<file path="config.mk">
export PLATFORM = sky130hd
export DESIGN_NAME = touch_gesture_recognizer_core
export DESIGN_NICKNAME = d
export VERILOG_FILES = /design/src/rtl/tgr_pkg.sv /design/src/rtl/tgr_cfg.sv /design/src/rtl/tgr_fsm.sv /design/src/rtl/touch_gesture_recognizer_core.sv
export SDC_FILE = /design/constraint.sdc
export NUM_CORES = 1
export LEC_CHECK = 0
export ABC_CLOCK_PERIOD_IN_PS = 18050
export BUFFER_PORTS_ARGS = -buffer_cell sky130_fd_sc_hd__buf_2
export CAP_MARGIN = 20
export CORE_MARGIN = 2
export CORE_UTILIZATION = 40
export CTS_BUF_LIST = sky130_fd_sc_hd__clkbuf_16
export DETAILED_ROUTE_END_ITERATION = 8
export GPL_ROUTABILITY_DRIVEN = 0
export PLACE_DENSITY = 0.66
export SLEW_MARGIN = 15
export SYNTH_ARGS = -nofsm -noshare
export SYNTH_HDL_FRONTEND = slang
export SYNTH_HIERARCHICAL = 1
export SYNTH_SLANG_ARGS = --single-unit
</file>
<file path="constraint.sdc">
create_clock -name i_clk -period 18.05 [get_ports i_clk]
set_input_delay 2.7075 -clock i_clk [delete_from_list [all_inputs] [get_ports i_clk]]
set_output_delay 2.7075 -clock i_clk [all_outputs]
set_load 0.02 [all_outputs]
</file>
<file path="src/rtl/tgr_pkg.sv">
// Shared types and constants for the touch gesture recognizer.
// Used by tgr_cfg, tgr_fsm and touch_gesture_recognizer_core; depends on nothing.
package tgr_pkg;

    // Configuration port geometry.
    localparam int unsigned CFG_ADDR_W = 4;
    localparam int unsigned CFG_DATA_W = 32;
    localparam int unsigned CFG_REG_W  = 16;

    // Register indexes on the configuration port.
    localparam logic [1:0] REG_LONG_PRESS  = 2'd0;
    localparam logic [1:0] REG_DOUBLE_TAP  = 2'd1;
    localparam logic [1:0] REG_TAP_TIMEOUT = 2'd2;
    localparam logic [1:0] REG_SLIDE_GAP   = 2'd3;

    // Register reset values in milliseconds.
    localparam logic [CFG_REG_W-1:0] RST_LONG_PRESS  = 16'd800;
    localparam logic [CFG_REG_W-1:0] RST_DOUBLE_TAP  = 16'd300;
    localparam logic [CFG_REG_W-1:0] RST_TAP_TIMEOUT = 16'd400;
    localparam logic [CFG_REG_W-1:0] RST_SLIDE_GAP   = 16'd200;

    // Key channel codes.
    localparam logic [1:0] KEY_NONE  = 2'd0;
    localparam logic [1:0] KEY_LEFT  = 2'd1;
    localparam logic [1:0] KEY_RIGHT = 2'd2;
    localparam logic [1:0] KEY_OTHER = 2'd3;

    // Gesture codes.
    typedef enum logic [2:0] {
        G_NONE   = 3'd0,
        G_TAP    = 3'd1,
        G_LONG   = 3'd2,
        G_DOUBLE = 3'd3,
        G_SLEFT  = 3'd4,
        G_SRIGHT = 3'd5
    } t_gesture;

    // Gesture machine phases.
    typedef enum logic [1:0] {
        PH_IDLE  = 2'd0,
        PH_FIRST = 2'd1,
        PH_WAIT  = 2'd2,
        PH_LATCH = 2'd3
    } t_phase;

    // One touch event or poll tick.
    typedef struct packed {
        logic [1:0]  key_channel;
        logic        is_down;
        logic [31:0] down_stamp;
        logic [31:0] up_stamp;
        logic [31:0] now_stamp;
    } t_in_req;

    // One gesture result.
    typedef struct packed {
        t_gesture   gesture_code;
        logic [1:0] gesture_key;
    } t_out_req;

    // Timing thresholds handed from the register file to the machine.
    typedef struct packed {
        logic [CFG_REG_W-1:0] long_press_ms;
        logic [CFG_REG_W-1:0] double_tap_ms;
        logic [CFG_REG_W-1:0] tap_timeout_ms;
        logic [CFG_REG_W-1:0] slide_gap_ms;
    } t_cfg;

endpackage

</file>
<file path="src/rtl/tgr_cfg.sv">
// APB-style register file holding the four gesture timing thresholds.
// Depends on tgr_pkg.
module tgr_cfg (
    input  logic                           i_clk,
    input  logic                           i_rst_n,
    input  logic                           psel,
    input  logic                           penable,
    input  logic                           pwrite,
    input  logic [tgr_pkg::CFG_ADDR_W-1:0] paddr,
    input  logic [tgr_pkg::CFG_DATA_W-1:0] pwdata,
    output logic [tgr_pkg::CFG_DATA_W-1:0] prdata,
    output logic                           pready,
    output tgr_pkg::t_cfg                  o_cfg
);
    import tgr_pkg::*;

    logic [1:0]           reg_idx;
    logic                 wr_en;
    logic [CFG_REG_W-1:0] wr_val;
    t_cfg                 r_cfg;
    t_cfg                 n_cfg;

    // Registers sit on word boundaries; the access phase commits a write.
    assign reg_idx = paddr[3:2];
    assign pready  = 1'b1;
    assign wr_en   = psel && penable && pwrite;
    assign wr_val  = pwdata[CFG_REG_W-1:0];

    // Next value of the register file.
    always_comb begin
        n_cfg = r_cfg;
        if (wr_en) begin
            unique case (reg_idx)
                REG_LONG_PRESS:  n_cfg.long_press_ms  = wr_val;
                REG_DOUBLE_TAP:  n_cfg.double_tap_ms  = wr_val;
                REG_TAP_TIMEOUT: n_cfg.tap_timeout_ms = wr_val;
                REG_SLIDE_GAP:   n_cfg.slide_gap_ms   = wr_val;
                default:         n_cfg = r_cfg;
            endcase
        end
    end

    always_ff @(posedge i_clk) begin
        if (!i_rst_n) begin
            r_cfg.long_press_ms  <= RST_LONG_PRESS;
            r_cfg.double_tap_ms  <= RST_DOUBLE_TAP;
            r_cfg.tap_timeout_ms <= RST_TAP_TIMEOUT;
            r_cfg.slide_gap_ms   <= RST_SLIDE_GAP;
        end else begin
            r_cfg <= n_cfg;
        end
    end

    // Read mux, zero-extended to the bus width.
    always_comb begin
        prdata = '0;
        unique case (reg_idx)
            REG_LONG_PRESS:  prdata[CFG_REG_W-1:0] = r_cfg.long_press_ms;
            REG_DOUBLE_TAP:  prdata[CFG_REG_W-1:0] = r_cfg.double_tap_ms;
            REG_TAP_TIMEOUT: prdata[CFG_REG_W-1:0] = r_cfg.tap_timeout_ms;
            REG_SLIDE_GAP:   prdata[CFG_REG_W-1:0] = r_cfg.slide_gap_ms;
            default:         prdata = '0;
        endcase
    end

    assign o_cfg = r_cfg;

endmodule

</file>
<file path="src/rtl/tgr_fsm.sv">
// Gesture state machine: phase, held key and the press and release stamps,
// with the combinational decision for one event. Depends on tgr_pkg.
module tgr_fsm (
    input  logic              i_clk,
    input  logic              i_rst_n,
    input  logic              i_en,
    input  tgr_pkg::t_in_req  i_req,
    input  tgr_pkg::t_cfg     i_cfg,
    output tgr_pkg::t_out_req o_res
);
    import tgr_pkg::*;

    t_phase      r_phase;
    t_phase      n_phase;
    logic [1:0]  r_held_key;
    logic [1:0]  n_held_key;
    logic [31:0] r_press_stamp;
    logic [31:0] n_press_stamp;
    logic [31:0] r_release_stamp;
    logic [31:0] n_release_stamp;

    logic [31:0] hold_time;
    logic [31:0] press_len;
    logic [31:0] idle_time;
    logic [31:0] gap;
    logic        is_long_hold;
    logic        is_long_press;
    logic        tap_expired;
    logic        is_cross;
    logic        slide_ok;
    logic        double_ok;
    logic        gap_past_double;
    t_gesture    code;
    logic [1:0]  gkey;

    // Elapsed times, all modulo 2^32.
    assign hold_time = i_req.now_stamp - r_press_stamp;
    assign press_len = i_req.up_stamp - r_press_stamp;
    assign idle_time = i_req.now_stamp - r_release_stamp;
    assign gap       = i_req.down_stamp - r_release_stamp;

    assign is_long_hold    = hold_time >= {16'd0, i_cfg.long_press_ms};
    assign is_long_press   = press_len >= {16'd0, i_cfg.long_press_ms};
    assign tap_expired     = idle_time > {16'd0, i_cfg.tap_timeout_ms};
    assign gap_past_double = gap >= {16'd0, i_cfg.double_tap_ms};

    // A slide needs a change between the left and right keys only.
    assign is_cross = ((r_held_key == KEY_LEFT) && (i_req.key_channel == KEY_RIGHT)) ||
                      ((r_held_key == KEY_RIGHT) && (i_req.key_channel == KEY_LEFT));
    assign slide_ok  = is_cross && (gap < {16'd0, i_cfg.slide_gap_ms});
    assign double_ok = !gap_past_double && (i_req.key_channel == r_held_key);

    // Next state and gesture for the event at the input register.
    always_comb begin
        n_phase         = r_phase;
        n_held_key      = r_held_key;
        n_press_stamp   = r_press_stamp;
        n_release_stamp = r_release_stamp;
        code            = G_NONE;
        gkey            = KEY_NONE;
        if (i_req.key_channel == KEY_NONE) begin
            // Poll tick: clears a latch or confirms a pending tap.
            if (r_phase == PH_LATCH) begin
                n_phase = PH_IDLE;
            end else if ((r_phase == PH_WAIT) && tap_expired) begin
                code    = G_TAP;
                gkey    = r_held_key;
                n_phase = PH_IDLE;
            end
        end else begin
            unique case (r_phase)
                PH_IDLE: begin
                    if (i_req.is_down) begin
                        n_held_key    = i_req.key_channel;
                        n_press_stamp = i_req.down_stamp;
                        n_phase       = PH_FIRST;
                    end
                end
                PH_FIRST: begin
                    if (i_req.is_down) begin
                        if (is_long_hold) begin
                            code    = G_LONG;
                            gkey    = r_held_key;
                            n_phase = PH_LATCH;
                        end
                    end else begin
                        n_release_stamp = i_req.up_stamp;
                        if (is_long_press) begin
                            code    = G_LONG;
                            gkey    = r_held_key;
                            n_phase = PH_IDLE;
                        end else begin
                            n_phase = PH_WAIT;
                        end
                    end
                end
                PH_WAIT: begin
                    if (i_req.is_down) begin
                        priority if (slide_ok) begin
                            code    = (i_req.key_channel == KEY_RIGHT) ? G_SRIGHT : G_SLEFT;
                            gkey    = r_held_key;
                            n_phase = PH_LATCH;
                        end else if (double_ok) begin
                            code    = G_DOUBLE;
                            gkey    = r_held_key;
                            n_phase = PH_LATCH;
                        end else begin
                            // A late second press first reports the pending tap.
                            if (gap_past_double) begin
                                code = G_TAP;
                                gkey = r_held_key;
                            end
                            n_held_key    = i_req.key_channel;
                            n_press_stamp = i_req.down_stamp;
                            n_phase       = PH_FIRST;
                        end
                    end
                end
                PH_LATCH: begin
                    if (!i_req.is_down) begin
                        n_phase = PH_IDLE;
                    end
                end
                default: n_phase = PH_IDLE;
            endcase
        end
    end

    // State registers advance only when the event is taken.
    always_ff @(posedge i_clk) begin
        if (!i_rst_n) begin
            r_phase         <= PH_IDLE;
            r_held_key      <= KEY_NONE;
            r_press_stamp   <= '0;
            r_release_stamp <= '0;
        end else if (i_en) begin
            r_phase         <= n_phase;
            r_held_key      <= n_held_key;
            r_press_stamp   <= n_press_stamp;
            r_release_stamp <= n_release_stamp;
        end
    end

    assign o_res.gesture_code = code;
    assign o_res.gesture_key  = gkey;

    // A gesture always names a key, and no gesture names none.
    a_key_matches_code: assert property (@(posedge i_clk) disable iff (!i_rst_n)
        i_en |-> ((code == G_NONE) == (gkey == KEY_NONE)))
        else $error("gesture key does not match gesture code");

    // Double taps and slides put the machine into the latch phase.
    a_latch_after_double: assert property (@(posedge i_clk) disable iff (!i_rst_n)
        (i_en && (code == G_DOUBLE || code == G_SLEFT || code == G_SRIGHT))
        |=> (r_phase == PH_LATCH))
        else $error("double tap or slide did not latch");

    // The held key is never empty outside idle.
    a_held_key_set: assert property (@(posedge i_clk) disable iff (!i_rst_n)
        (r_phase != PH_IDLE) |-> (r_held_key != KEY_NONE))
        else $error("held key empty outside idle");

    // The press stamp and the phase stay put when no event is taken.
    a_state_holds: assert property (@(posedge i_clk) disable iff (!i_rst_n)
        !$past(i_en) && $past(i_rst_n) |-> $stable(r_press_stamp) && $stable(r_phase))
        else $error("state changed without an event");

endmodule

</file>
<file path="src/rtl/touch_gesture_recognizer_core.sv">
// Touch gesture recognizer top level: input register, gesture machine,
// result register and configuration port. Depends on tgr_pkg, tgr_cfg, tgr_fsm.
//
// The block takes one touch event or poll tick per clock while the input is not
// stalled and returns exactly one gesture result for each. A request is captured
// in the input register; the gesture machine decides tap, long press, double tap
// or slide from that register and its own state, and the answer lands in the
// result register. Sustained rate is one request per cycle while the output is
// not stalled. The input stalls only while a request is held because the result
// register is full and stalled. Thresholds are written through the APB-style
// port at byte addresses 0, 4, 8 and 12; the user must write them only while no
// request is in flight, as the block does not enforce it.
module touch_gesture_recognizer_core (
    input  logic                           i_clk,
    input  logic                           i_rst_n,
    input  logic                           i_in_valid,
    output logic                           o_in_stall,
    input  tgr_pkg::t_in_req               i_in_req,
    output logic                           o_out_valid,
    input  logic                           i_out_stall,
    output tgr_pkg::t_out_req              o_out_req,
    input  logic                           psel,
    input  logic                           penable,
    input  logic                           pwrite,
    input  logic [tgr_pkg::CFG_ADDR_W-1:0] paddr,
    input  logic [tgr_pkg::CFG_DATA_W-1:0] pwdata,
    output logic [tgr_pkg::CFG_DATA_W-1:0] prdata,
    output logic                           pready
);
    import tgr_pkg::*;

    t_cfg     cfg;
    t_out_req res;
    logic     r_in_vld;
    logic     n_in_vld;
    t_in_req  r_in;
    logic     r_out_vld;
    logic     n_out_vld;
    t_out_req r_out;
    logic     advance;
    logic     in_take;

    // Configuration registers.
    tgr_cfg u_cfg (
        .i_clk   (i_clk),
        .i_rst_n (i_rst_n),
        .psel    (psel),
        .penable (penable),
        .pwrite  (pwrite),
        .paddr   (paddr),
        .pwdata  (pwdata),
        .prdata  (prdata),
        .pready  (pready),
        .o_cfg   (cfg)
    );

    // The held request moves on when the result register is free or emptying.
    assign advance    = r_in_vld && (!r_out_vld || !i_out_stall);
    assign o_in_stall = r_in_vld && !advance;
    assign in_take    = i_in_valid && !o_in_stall;

    // Gesture machine works on the input register.
    tgr_fsm u_fsm (
        .i_clk   (i_clk),
        .i_rst_n (i_rst_n),
        .i_en    (advance),
        .i_req   (r_in),
        .i_cfg   (cfg),
        .o_res   (res)
    );

    // Valid flags of both stages.
    always_comb begin
        n_in_vld  = in_take || (r_in_vld && !advance);
        n_out_vld = advance || (r_out_vld && i_out_stall);
    end

    always_ff @(posedge i_clk) begin
        if (!i_rst_n) begin
            r_in_vld  <= 1'b0;
            r_out_vld <= 1'b0;
        end else begin
            r_in_vld  <= n_in_vld;
            r_out_vld <= n_out_vld;
        end
    end

    // Payload registers.
    always_ff @(posedge i_clk) begin
        if (in_take) begin
            r_in <= i_in_req;
        end
        if (advance) begin
            r_out <= res;
        end
    end

    assign o_out_valid = r_out_vld;
    assign o_out_req   = r_out;

    // The input stalls only behind a full, stalled result register.
    a_stall_cause: assert property (@(posedge i_clk) disable iff (!i_rst_n)
        o_in_stall |-> (r_in_vld && r_out_vld && i_out_stall))
        else $error("input stalled without a stalled result");

    // Every request reaching the machine produces a result the next cycle.
    a_result_follows: assert property (@(posedge i_clk) disable iff (!i_rst_n)
        advance |=> o_out_valid)
        else $error("processed request produced no result");

    // A result never overwrites one that is still stalled.
    a_no_overwrite: assert property (@(posedge i_clk) disable iff (!i_rst_n)
        (r_out_vld && i_out_stall) |-> !advance)
        else $error("stalled result overwritten");

endmodule
</file>
# Yosys cells after proc, flatten, opt, wreduce, memory -nomap -nowiden
# Cells that the tools add are included.
[totals]
ff_bits = 238
out_inout_bits = 40
elab_cells = 125
[classes]
n_addsub = 4
n_lt_le_gt_ge = 5
eq_ne = 20
muxes = 46
n_bitwise = 2
n_reduce_logical = 31
[op_table]
columns = ["op", "n"]
rows = [
  ["2-to-1 mux 32 bit", 4],
  ["subtractor 32 bit", 4],
  ["greater-or-equal comparator 32 x 16 -> 1 bit", 3],
  ["one-hot mux 16 bit (4 select lines)", 1],
  ["one-hot mux 32 bit (2 select lines)", 1],
  ["2-to-1 mux 2 bit", 27],
  ["greater-than comparator 32 x 16 -> 1 bit", 1],
  ["< comparator 32 x 16 -> 1 bit", 1],
  ["2-to-1 mux 3 bit", 6],
  ["equality test 2 bit (second input constant)", 6],
  ["logical AND 1 bit", 11],
  ["!= test 3 x 2 -> 1 bit (second input constant)", 3],
  ["equality test 2 x 1 -> 1 bit (second input constant)", 4],
  ["!= test 2 bit (second input constant)", 4],
  ["one-hot mux 2 bit (2 select lines)", 2],
  ["one-hot mux 2 bit (4 select lines)", 1],
  ["AND reduction 2 bit", 4],
  ["AND reduction 7 bit", 1],
  ["logical NOT 2 bit", 3],
  ["one-hot mux 3 bit (2 select lines)", 1],
  ["AND reduction 6 bit", 1],
  ["logical NOT 1 bit", 5],
  ["logical OR 1 bit", 4],
  ["!= test 4 x 2 -> 1 bit (second input constant)", 1],
  ["6 further kinds", 9],
]

# Longest topological paths before layout
# Gate-level depths: netlist of run 1.
[depth]
word_depth = 9
ltp_mapped = 21

# Cells and area by module
# Netlist of run 1, hierarchy kept.
[by_module_without_submodules]
columns = ["mod", "n_inst", "cells_per_inst", "area_each_um2"]
rows = [
  ["tgr_fsm", 1, 1868, 13145.1],
  ["touch_gesture_recognizer_core", 1, 112, 3206.8],
  ["tgr_cfg", 1, 280, 2972.9],
]

# Least setup slack after synthesis of run 1
# No wires, ideal clock.
[synth_path]
path_kind = "input to register"
from = "input port i_out_stall"
to = "register r_in[0] (netlist bit) (enable)"
setup_ps = 570
t_arrival_ps = 7305
required_ps = 17480
setup_slack_ps = 10175
stages = 2
path_buffers = 0
cell_sequence = "and3_4 -> nor2b_1"
[synth_via]
elab_chain_len = 7
[synth_rtl]
columns = ["element", "line", "source"]
rows = [
  ["start: declaration", "touch_gesture_recognizer_core.sv:20", "input logic i_out_stall,"],
  ["logical NOT 1 bit", "touch_gesture_recognizer_core.sv:58", "assign advance = r_in_vld && (!r_out_vld || !i_out_stall);"],
  ["logical OR 1 bit", "touch_gesture_recognizer_core.sv:58", ""],
  ["logical AND 1 bit", "touch_gesture_recognizer_core.sv:58", ""],
  ["logical NOT 1 bit", "touch_gesture_recognizer_core.sv:59", "assign o_in_stall = r_in_vld && !advance;"],
  ["logical AND 1 bit", "touch_gesture_recognizer_core.sv:59", ""],
  ["logical NOT 1 bit", "touch_gesture_recognizer_core.sv:60", "assign in_take = i_in_valid && !o_in_stall;"],
  ["logical AND 1 bit", "touch_gesture_recognizer_core.sv:60", ""],
  ["via in_take", "touch_gesture_recognizer_core.sv:41", "logic in_take;"],
  ["end signal: assignment", "touch_gesture_recognizer_core.sv:91", "r_in <= i_in_req;"],
  ["end: declaration", "touch_gesture_recognizer_core.sv:36", "t_in_req r_in;"],
]
# The timed path passes the listed nets, and every way through them passes these cells.
# A chain may end at the register's enable or synchronous reset.

# Final worst setup path of run 1
[layout_path]
from = "input port paddr[3] (netlist bit)"
to = "output port prdata[8] (netlist bit)"
[layout_via]
elab_chain_len = 2
word_cells_on_any_way = 5
classes_between = "eq/ne (3); mux (1); reduce/logical (1)"
[layout_rtl]
columns = ["element", "line", "source"]
rows = [
  ["start: declaration", "touch_gesture_recognizer_core.sv:25", "input logic [tgr_pkg::CFG_ADDR_W-1:0] paddr,"],
  ["equality test 2 bit, or another cell as far along", "tgr_cfg.sv:57", "unique case (reg_idx)"],
  ["one-hot mux 16 bit (4 select lines) *", "tgr_cfg.sv:57", ""],
  ["end: declaration", "touch_gesture_recognizer_core.sv:27", "output logic [tgr_pkg::CFG_DATA_W-1:0] prdata,"],
]
# Mark *: on every way between the ends. The rest lies on a longest branch, timed or not.

==> flow_summary.yaml, run 1 <==
power_and_ir_drop:
  switching_power_mw: 0.506
  power_density_nw_per_um2: 74.0
  irDropWorstVdd_mv: 0.0619
  leakagePower_nw: 8.39
  power.clock.fraction_pct: 37.5
  p_seq_share_pct: 38.0
  p_int_mw: 1.08
  switching_share_pct: 32.0
  p_comb_share_pct: 24.4
sta:
  rsz0062_at_grt: "no"
  setup_ws_ns: 11.26
  clock-skew-final_ns: 0.0162
  setup_viol: 0
  timing.final.crit_period_ns: 6.79
  slew_viol_final: 0
  tns_ns: 0
  period_share_pct: 37.6
  worst_slew_pin_slew_ns: 1.18
  hold_viol_final: 0
  max_freq_mhz: 147
  max_slew_margin_pct: 21.5
route:
  num_vias: 17900
  drc: 0
  firstDrtPassIters: 6
  drt-total-wl_mm: 60.4
  drt-wirelength-per-cell_um: 20.2
  routed_via_density: 5.99
  ant_nets: 0
  dr.first_iter.drc_count: 1598
setup_path:
  crit_path_end_kind: "primary output"
  arrival_ns: 4.08
  required_ns: 15.34
  startpoint_type: "input port"
  r2r_start: "r_in[0]"
  regToRegSetupSlack_ns: 11.66
  reg2reg_depth: 19
  critPathCapture: "prdata[8]"
  r2r_end: "o_out_req[0]"
  cp-startpoint: "paddr[3]"
  critPathKind: "in2out"
  cp_max_fo: 22
synth:
  yosys-top-cells-count: "nand2_1, ha_1, inv_1"
  ys.flop_type: "dfxtp_1"
  yosys.area.top_type_share_pct: 16.2
  yosysWarnings: 6
  synthTopCellsByArea: "edfxtp_1, dfxtp_1, ha_1"
  yosysTopAreaCell: "edfxtp_1"
  netlist_area_um2: 19300
  synthDistinctLibCells: 87
  seq_area_frac_synth_pct: 30.0
  synth_cells: 2260
  syn_area_per_cell_um2: 8.55
  synth_edf_count: 104
  async_flop_share_pct: 0
  yosysMostFrequentCell: "nand2_1"
  ys_seq_elements: 238
cts:
  clock_sinks: 238
  numCtsBuffers: 30
  postCtsSetupBuffers: 0
  htreeDepth: 1
  cts_tree: "yes"
  clk_latency_ns: 0.60
  ctsResizeCount: 0
  clockBufferDepth: 3
  cts-root-buf: "clkbuf_16"
  clkTransAtPathRegs_ns: 0.06
  postCtsHoldBufs: 0
placed_design:
  dp_slack_ns: 11.24
  dp_hpwl_mm: 47.3
  portBuffers: 146
worst_hold_path:
  hp-class: "reg2reg"
flow_run:
  max_cap_violations: 0
final_layout:
  drive_above_1_share_pct: 10.2
  nets: 2703
  areaGrowthSynthToFinish_pct: 10.7
  diodes: 0
die:
  ios: 182
  design.core.area_um2: 47700
  rows: 80
  die-area_um2: 50100
  die_w_um: 224
  start_util_pct: 40.5
  die_h_um: 224
grt:
  grtUsageTotal_pct: 23.1
  antenna_found_initial: 0
  grt_pass1_wl_mm: 91.5
  grt_max_degree: 101
  overflow: 0
  grt_pass1_vias: 17000
outcome:
  status: "finished, final reports clean"
## kinds of logic after synthesis
family          count (synthesis)  share of synthesized area (%)
simple gates                  747                           18.7
compound gates                587                           20.4
buf+inv                       273                           5.99
flops                         238                           30.0
fa+ha+maj                     211                           13.8
mux                           127                           7.65
xor+xnor                       75                           3.40
other cells                     2                         0.0389
## power groups by stage
stage          sequential, mW  clock [mW]  combinational (mW)
6_report                0.602       0.595               0.387
5_1_grt                 0.604       0.628               0.423
3_5_place_dp            0.613           0               0.374
2_1_floorplan           0.605           0               0.281
4_1_cts                 0.602       0.610               0.377
3_3_place_gp            0.613           0               0.363
## through the flow
stage / util [%] / power [mW] / std cells / area, µm² / hold WS, ns
floorplan: - / 0.887 / 2275 / 19400 / 0.435
global placement: 42.7 / 0.976 / 2933 / 20400 / 0.443
detailed placement: 42.7 / 0.987 / 2933 / 20400 / 0.447
CTS: 44.8 / 1.59 / 2989 / 21400 / 0.459
global route: 44.8 / 1.65 / 2989 / 21400 / 0.473
finish: 44.8 / 1.58 / 2989 / 21400 / 0.453
## worst min-delay path by stage
stage | startpoint | end | cells after the start
after floorplan | u_fsm/r_press_stamp[10] | u_fsm/r_press_stamp[10] | 2
after global placement | u_fsm/r_press_stamp[19] | u_fsm/r_press_stamp[19] | 2
after detailed placement | u_fsm/r_press_stamp[22] | u_fsm/r_press_stamp[22] | 2
after CTS | u_fsm/r_press_stamp[26] | u_fsm/r_press_stamp[26] | 2
after global routing | u_fsm/r_press_stamp[21] | u_fsm/r_press_stamp[21] | 2
final | u_fsm/r_press_stamp[18] | u_fsm/r_press_stamp[18] | 2
## worst max-delay path: stages
cell and delay [ns]:
buf_2 0.55, mux4_2 0.63, buf_2 0.18
## layer usage
metal / global-route usage (%) / wire length (µm) / up-vias
met4: 8.09 / 2160 / 0
li1: - / - / 8469
met3: 3.52 / 4330 / 137
met1: 30.8 / 26600 / 8482
met5: 0 / 0 / -
met2: 38.1 / 27300 / 809
## state kept, by name, summed over array words and instances (netlist names)
name,cells
r_in,99
u_cfg/o_cfg,64
u_fsm/r_press_stamp,32
u_fsm/r_release_stamp,32
o_out_req,5
u_fsm/r_held_key,2
u_fsm/r_phase,2
o_out_valid,1
r_in_vld,1
## area by class of cell
class | instances | area [µm²]
Timing Repair Buffer | 153 | 790
Clock buffer | 31 | 776
Sequential cell | 238 | 5810
Clock inverter | 25 | 215
Tap cell | 615 | 769
Inverter | 163 | 612
Fill cell | 4565 | 26300
Multi-Input combinational cell | 1764 | 12400
## cells in the final DEF, fill, tap and decap left out, drive strengths merged, types with 51 or more instances in the layout
cell type / n
a21oi: 162
buf: 153
dfxtp: 134
edfxtp: 104
ha: 207
inv: 169
mux2i: 105
nand2: 329
nand4: 51
nor2: 104
o21ai: 102
(Power assumes the default switching activity.)
==> inputs of run 2 (changes only) <==
--- a/config.mk
+++ b/config.mk
@@ -5,7 +5,7 @@
 export SDC_FILE = /design/constraint.sdc
 export NUM_CORES = 1
 export LEC_CHECK = 0
-export ABC_CLOCK_PERIOD_IN_PS = 18050
+export ABC_CLOCK_PERIOD_IN_PS = 6150
 export BUFFER_PORTS_ARGS = -buffer_cell sky130_fd_sc_hd__buf_2
 export CAP_MARGIN = 20
 export CORE_MARGIN = 2
@@ -13,7 +13,7 @@
 export CTS_BUF_LIST = sky130_fd_sc_hd__clkbuf_16
 export DETAILED_ROUTE_END_ITERATION = 8
 export GPL_ROUTABILITY_DRIVEN = 0
-export PLACE_DENSITY = 0.66
+export PLACE_DENSITY = 0.68
 export SLEW_MARGIN = 15
 export SYNTH_ARGS = -nofsm -noshare
 export SYNTH_HDL_FRONTEND = slang
==> constraint.sdc (replaced) <==
create_clock -name i_clk -period 6.15 [get_ports i_clk]
set_input_delay 0.9225 -clock i_clk [delete_from_list [all_inputs] [get_ports i_clk]]
set_output_delay 0.9225 -clock i_clk [all_outputs]
set_load 0.02 [all_outputs]
==> run 2 against run 1 <==
Compared with the run above:
- non-clock buffer count up 4
- register-to-register slack lost 11 ns
- routed wire length shrank 0.22%
- clock power rose to 2.9 times the previous value
- total power rose to 2.9 times the previous value
- final area is 0.15% higher
- largest cell class unchanged
==> flow_summary.yaml, run 2 (synthesis gave the netlist of run 1 again) <==
outcome:
  status: "finished, final reports clean"
sta:
  setup_viol: 0
  timing.final.crit_period_ns: 5.64
  worst_slew_pin_slew_ns: 1.11
  max_slew_margin_pct: 26.3
  hold_viol_final: 0
  period_share_pct: 91.7
  clock-skew-final_ns: 0.0210
  max_freq_mhz: 177
  tns_ns: 0
  rsz0062_at_grt: "no"
  slew_viol_final: 0
  setup_ws_ns: 0.510
route:
  drt-total-wl_mm: 60.2
  firstDrtPassIters: 6
  wl_met1_mm: 26.5
  num_vias: 17900
  top_layer: "met4"
  routed_via_density: 5.97
  dr_wl_met3_mm: 4.39
  ant_nets: 0
  drt-wirelength-per-cell_um: 20.2
  dr.first_iter.drc_count: 1612
  drc: 0
  wl_met2_mm: 26.9
grt:
  antenna_found_initial: 0
  grt_pass1_vias: 16700
  grt_max_degree: 125
  overflow: 0
  grt_pass1_wl_mm: 91.4
  grtUsageTotal_pct: 23.1
final_layout:
  diodes: 0
  nets: 2705
  stdcell_count: 2989
  layout_common_cells: "nand2_1, ha_1, inv_1"
  drive_above_1_share_pct: 10.4
  areaGrowthSynthToFinish_pct: 10.9
  fillers: 4533
  largest_register_ffs: 99
  fin_area_um2: 21400
  layout_commonest_cell: "nand2_1"
  largest_register: "r_in"
placed_design:
  dp_hpwl_mm: 47.6
  dp_slack_ns: 0.725
  portBuffers: 146
  dp_cells: 2936
  dpl_cell_area_um2: 20400
power_and_ir_drop:
  switching_power_mw: 1.47
  leakagePower_nw: 8.41
  power.clock.fraction_pct: 37.5
  switching_share_pct: 31.5
  p_comb_share_pct: 24.6
  power_density_nw_per_um2: 217
  irDropWorstVdd_mv: 0.213
  p_int_mw: 3.19
  p_total_mw: 4.66
  p_seq_share_pct: 37.9
setup_path:
  cp-startpoint: "r_in[0]"
  critPathKind: "reg2reg"
  critical_path.slowest_cell: "nor4_1"
  path_delay_family: "simple AND/OR/NAND/NOR gates"
  startpoint_type: "flop"
  slowest_delay_ns: 0.50
  critPathBufInv: 3
  cp_num_cells: 20
  r2r_start: "r_in[0]"
  arrival_ns: 5.93
  crit_chain: "inv_1, ha_1, inv_1, fa_1, a211oi_1, o21ai_1, a221oi_1, buf_4, xnor2_1, ha_1, a21o_1, a211o_1, nor4_1, nand4_1, or3_1, nor4_1, nor4bb_1, nand4_1, nand3_1, a41oi_1"
  cp_max_fo: 6
  crit_path_end_kind: "flop"
  reg2reg_depth: 20
  required_ns: 6.44
cts:
  numCtsBuffers: 28
  cts-root-buf: "clkbuf_16"
  htreeDepth: 1
  cts_tree: "yes"
  clkTransAtPathRegs_ns: 0.07
  clk_latency_ns: 0.58
  postCtsSetupBuffers: 0
  clockBufferDepth: 3
  postCtsHoldBufs: 0
  ctsResizeCount: 0
  clock_sinks: 238
die:
  ios: 182
  die-area_um2: 50100
  die_w_um: 224
  design.core.area_um2: 47700
  rows: 80
  start_util_pct: 40.5
  die_h_um: 224
worst_hold_path:
  hp-class: "reg2reg"
  hold_depth: 2
  hold_start: "u_fsm/r_press_stamp[19]"
flow_run:
  max_cap_violations: 0
-- run 2: final cells by class --
| cell class | count | area, µm² | share of cell area [%] |
|---|---|---|---|
| timing repair buffer | 157 | 840 | 3.92 |
| clock inverter | 23 | 246 | 1.15 |
| inverter | 163 | 612 | 2.85 |
| sequential | 238 | 5810 | 27.1 |
| tap | 615 | 769 | 3.59 |
| multi-input combinational | 1764 | 12400 | 58.0 |
| clock buffer | 29 | 726 | 3.39 |
-- run 2: power by group through the flow --
stage	registers, mW	clock network [mW]	logic, mW
after floorplan	1.78	0	0.826
after detailed placement	1.80	0	1.11
final	1.77	1.75	1.14
after global placement	1.80	0	1.07
after global routing	1.77	1.85	1.25
after CTS	1.76	1.78	1.11
-- run 2: worst register-to-register path, cell delays in order, from the launching register on --
cell and delay (ns):
edfxtp_1 0.36, inv_1 0.10, ha_1 0.17, inv_1 0.05
fa_1 0.42, a211oi_1 0.34, o21ai_1 0.21, a221oi_1 0.30
buf_4 0.22, xnor2_1 0.13, ha_1 0.27, a21o_1 0.17
a211o_1 0.37, nor4_1 0.50, nand4_1 0.13, or3_1 0.32
nor4_1 0.26, nor4bb_1 0.46, nand4_1 0.18, nand3_1 0.23
a41oi_1 0.14
-- run 2: worst paths after layout --
| kind | slack [ns] | endpoint |
|---|---|---|
| max | 0.51 | o_out_req[0] |
| min | 0.46 | u_fsm/r_press_stamp[19] |
| max reg2reg | 0.51 | o_out_req[0] |
| min reg2reg | 0.46 | u_fsm/r_press_stamp[19] |
-- run 2: per-stage QoR --
| step | hold WS (ns) | utilization, % |
|---|---|---|
| floorplan | 0.435 | - |
| global placement | 0.443 | 42.8 |
| detailed placement | 0.448 | 42.8 |
| CTS | 0.458 | 44.9 |
| global route | 0.473 | 44.9 |
| finish | 0.455 | 44.9 |
-- run 2: routing by layer --
| metal | track usage, % | up-vias |
|---|---|---|
| li1 | - | 8442 |
| met4 | 9.33 | 0 |
| met5 | 0 | - |
| met2 | 37.5 | 831 |
| met1 | 31.0 | 8429 |
| met3 | 3.27 | 156 |
==> inputs of run 3 (changes only) <==
--- a/config.mk
+++ b/config.mk
@@ -7,13 +7,13 @@
 export LEC_CHECK = 0
 export ABC_CLOCK_PERIOD_IN_PS = 6150
 export BUFFER_PORTS_ARGS = -buffer_cell sky130_fd_sc_hd__buf_2
-export CAP_MARGIN = 20
 export CORE_MARGIN = 2
 export CORE_UTILIZATION = 40
 export CTS_BUF_LIST = sky130_fd_sc_hd__clkbuf_16
 export DETAILED_ROUTE_END_ITERATION = 8
 export GPL_ROUTABILITY_DRIVEN = 0
 export PLACE_DENSITY = 0.68
+export RECOVER_POWER = 50
 export SLEW_MARGIN = 15
 export SYNTH_ARGS = -nofsm -noshare
 export SYNTH_HDL_FRONTEND = slang
==> run 3 against run 2 <==
Compared with the run above:
- critical path type unchanged
- clock power barely moved
- clock-buffer cell count unchanged
- the run now ends with max-capacitance violations, max-slew violations left
- critical path depth is the same
- register-to-register slack about the same
- sequential cell count stayed put
- worst hold slack about the same
- global-route usage did not move
- non-clock buffer count shrank 1
- die area is the same
- total power about the same
- utilization down 0.11 points
- via count about the same
==> flow_summary.yaml, run 3 (synthesis gave the netlist of run 1 again) <==
cts:
  clk_latency_ns: 0.58
  clkTransAtPathRegs_ns: 0.07
  cts-root-buf: "clkbuf_16"
  clockBufferDepth: 3
  postCtsHoldBufs: 0
  numCtsBuffers: 28
  htreeDepth: 1
  clock_sinks: 238
  postCtsSetupBuffers: 0
  ctsResizeCount: 0
  cts_tree: "yes"
setup_path:
  r2r_end: "o_out_req[0]"
  slowest_delay_ns: 0.49
  required_ns: 6.44
  reg2reg_depth: 20
  cp_max_fo: 6
  r2r_start: "r_in[0]"
  critical_path.slowest_cell: "nor4_1"
  crit_chain: "inv_1, ha_1, inv_1, fa_1, a211oi_1, o21ai_1, a221oi_1, buf_4, xnor2_1, ha_1, a21o_1, a211o_1, nor4_1, nand4_1, or3_1, nor4_1, nor4bb_1, nand4_1, nand3_1, a41oi_1"
  critPathKind: "reg2reg"
  crit_path_end_kind: "flop"
  arrival_ns: 5.92
  startpoint_type: "flop"
  regToRegSetupSlack_ns: 0.52
route:
  dr.first_iter.drc_count: 1723
  drc: 0
  ant_nets: 0
  drt-total-wl_mm: 60.2
  num_vias: 17900
  routed_via_density: 5.98
  drt-wirelength-per-cell_um: 20.1
  firstDrtPassIters: 6
worst_hold_path:
  hold_depth: 2
  hold_start: "u_fsm/r_press_stamp[19]"
  hp-class: "reg2reg"
  hold_end: "u_fsm/r_press_stamp[19]"
sta:
  hold_viol_final: 0
  max_slew_margin_pct: -200
  tns_ns: 0
  period_share_pct: 91.5
  timing.final.crit_period_ns: 5.63
  slew_viol_final: 172
  hold_slack_ns: 0.456
  setup_ws_ns: 0.521
  setup_viol: 0
  worst_slew_pin_slew_ns: 4.50
  max_freq_mhz: 178
  rsz0062_at_grt: "no"
  clock-skew-final_ns: 0.0199
grt:
  grt_pass1_wl_mm: 91.4
  antenna_found_initial: 0
  overflow: 0
  grt_pass1_vias: 16700
  grt_max_degree: 125
  grtUsageTotal_pct: 23.1
outcome:
  status: "complete, but fails checks"
  violations: "max-capacitance violations, max-slew violations"
final_layout:
  largest_register_ffs: 99
  layout_common_cells: "nand2_1, ha_1, inv_1"
  layout_commonest_cell: "nand2_1"
  diodes: 0
  fin_area_um2: 21400
  areaGrowthSynthToFinish_pct: 10.6
  largest_register: "r_in"
  nets: 2704
  drive_above_1_share_pct: 9.40
placed_design:
  dpl_cell_area_um2: 20400
  dp_slack_ns: 0.725
  dp_hpwl_mm: 47.6
  portBuffers: 146
die:
  die_w_um: 224
  design.core.area_um2: 47700
  ios: 182
  die-area_um2: 50100
  rows: 80
  die_h_um: 224
  start_util_pct: 40.5
power_and_ir_drop:
  leakagePower_nw: 8.34
  p_total_mw: 4.66
  irDropWorstVdd_mv: 0.211
  power_density_nw_per_um2: 218
flow_run:
  max_cap_violations: 2
run 3: cell count changes in the layout (fill, tap and decap cells not counted), sizes merged:
cell and change:
buf -22, clkbuf +20, clkdlybuf4s25 +1
run 3: final cells by class:
| type | count | area (µm²) |
|---|---|---|
| Clock buffer | 29 | 726 |
| Clock inverter | 23 | 246 |
| Fill cell | 4544 | 26400 |
| Inverter | 163 | 612 |
| Multi-Input combinational cell | 1764 | 12400 |
| Sequential cell | 238 | 5810 |
| Tap cell | 615 | 769 |
| Timing Repair Buffer | 156 | 793 |
run 3: metrics by stage:
stage,utilization [%],std cells
after floorplan,-,2275
after global placement,42.8,2936
after detailed placement,42.8,2936
after CTS,44.9,2988
after global routing,44.8,2988
final,44.8,2988
run 3: metal layers:
metal,vias up,part of all wire (%),global-route usage (%)
met5,-,0,0
li1,8437,-,-
met3,171,7.6,3.27
met4,0,4.4,9.33
met1,8443,44,31.0
met2,814,44,37.5
run 3: worst max path at each step:
| stage | startpoint | endpoint | slack (ns) |
|---|---|---|---|
| final | r_in[0] | o_out_req[0] | 0.52 |
| after global routing | r_in[0] | o_out_req[0] | 0.35 |
| after CTS | r_in[0] | o_out_req[0] | 0.68 |
| after detailed placement | r_in[0] | o_out_req[0] | 0.72 |
| after global placement | r_in[0] | o_out_req[1] | 0.77 |
| after floorplan | i_out_stall | r_in[0] | 0.06 |
run 3: power breakdown:
part	leakage, nW	switching, mW	internal, mW
logic	5.76	0.695	0.450
clock network	0.488	0.716	1.03
registers	2.10	0.0524	1.71
total	8.34	1.46	3.19
run 3: worst max-delay path: cells and delay by family (launching register included):
family	cells	cell delay [ns]
AND/OR/NAND/NOR	7	2.09
XOR/XNOR	1	0.13
AO/OA/AOI/OAI	6	1.52
buffers and inverters	3	0.37
flip-flops	1	0.36
adder cells (fa/ha/maj)	3	0.86
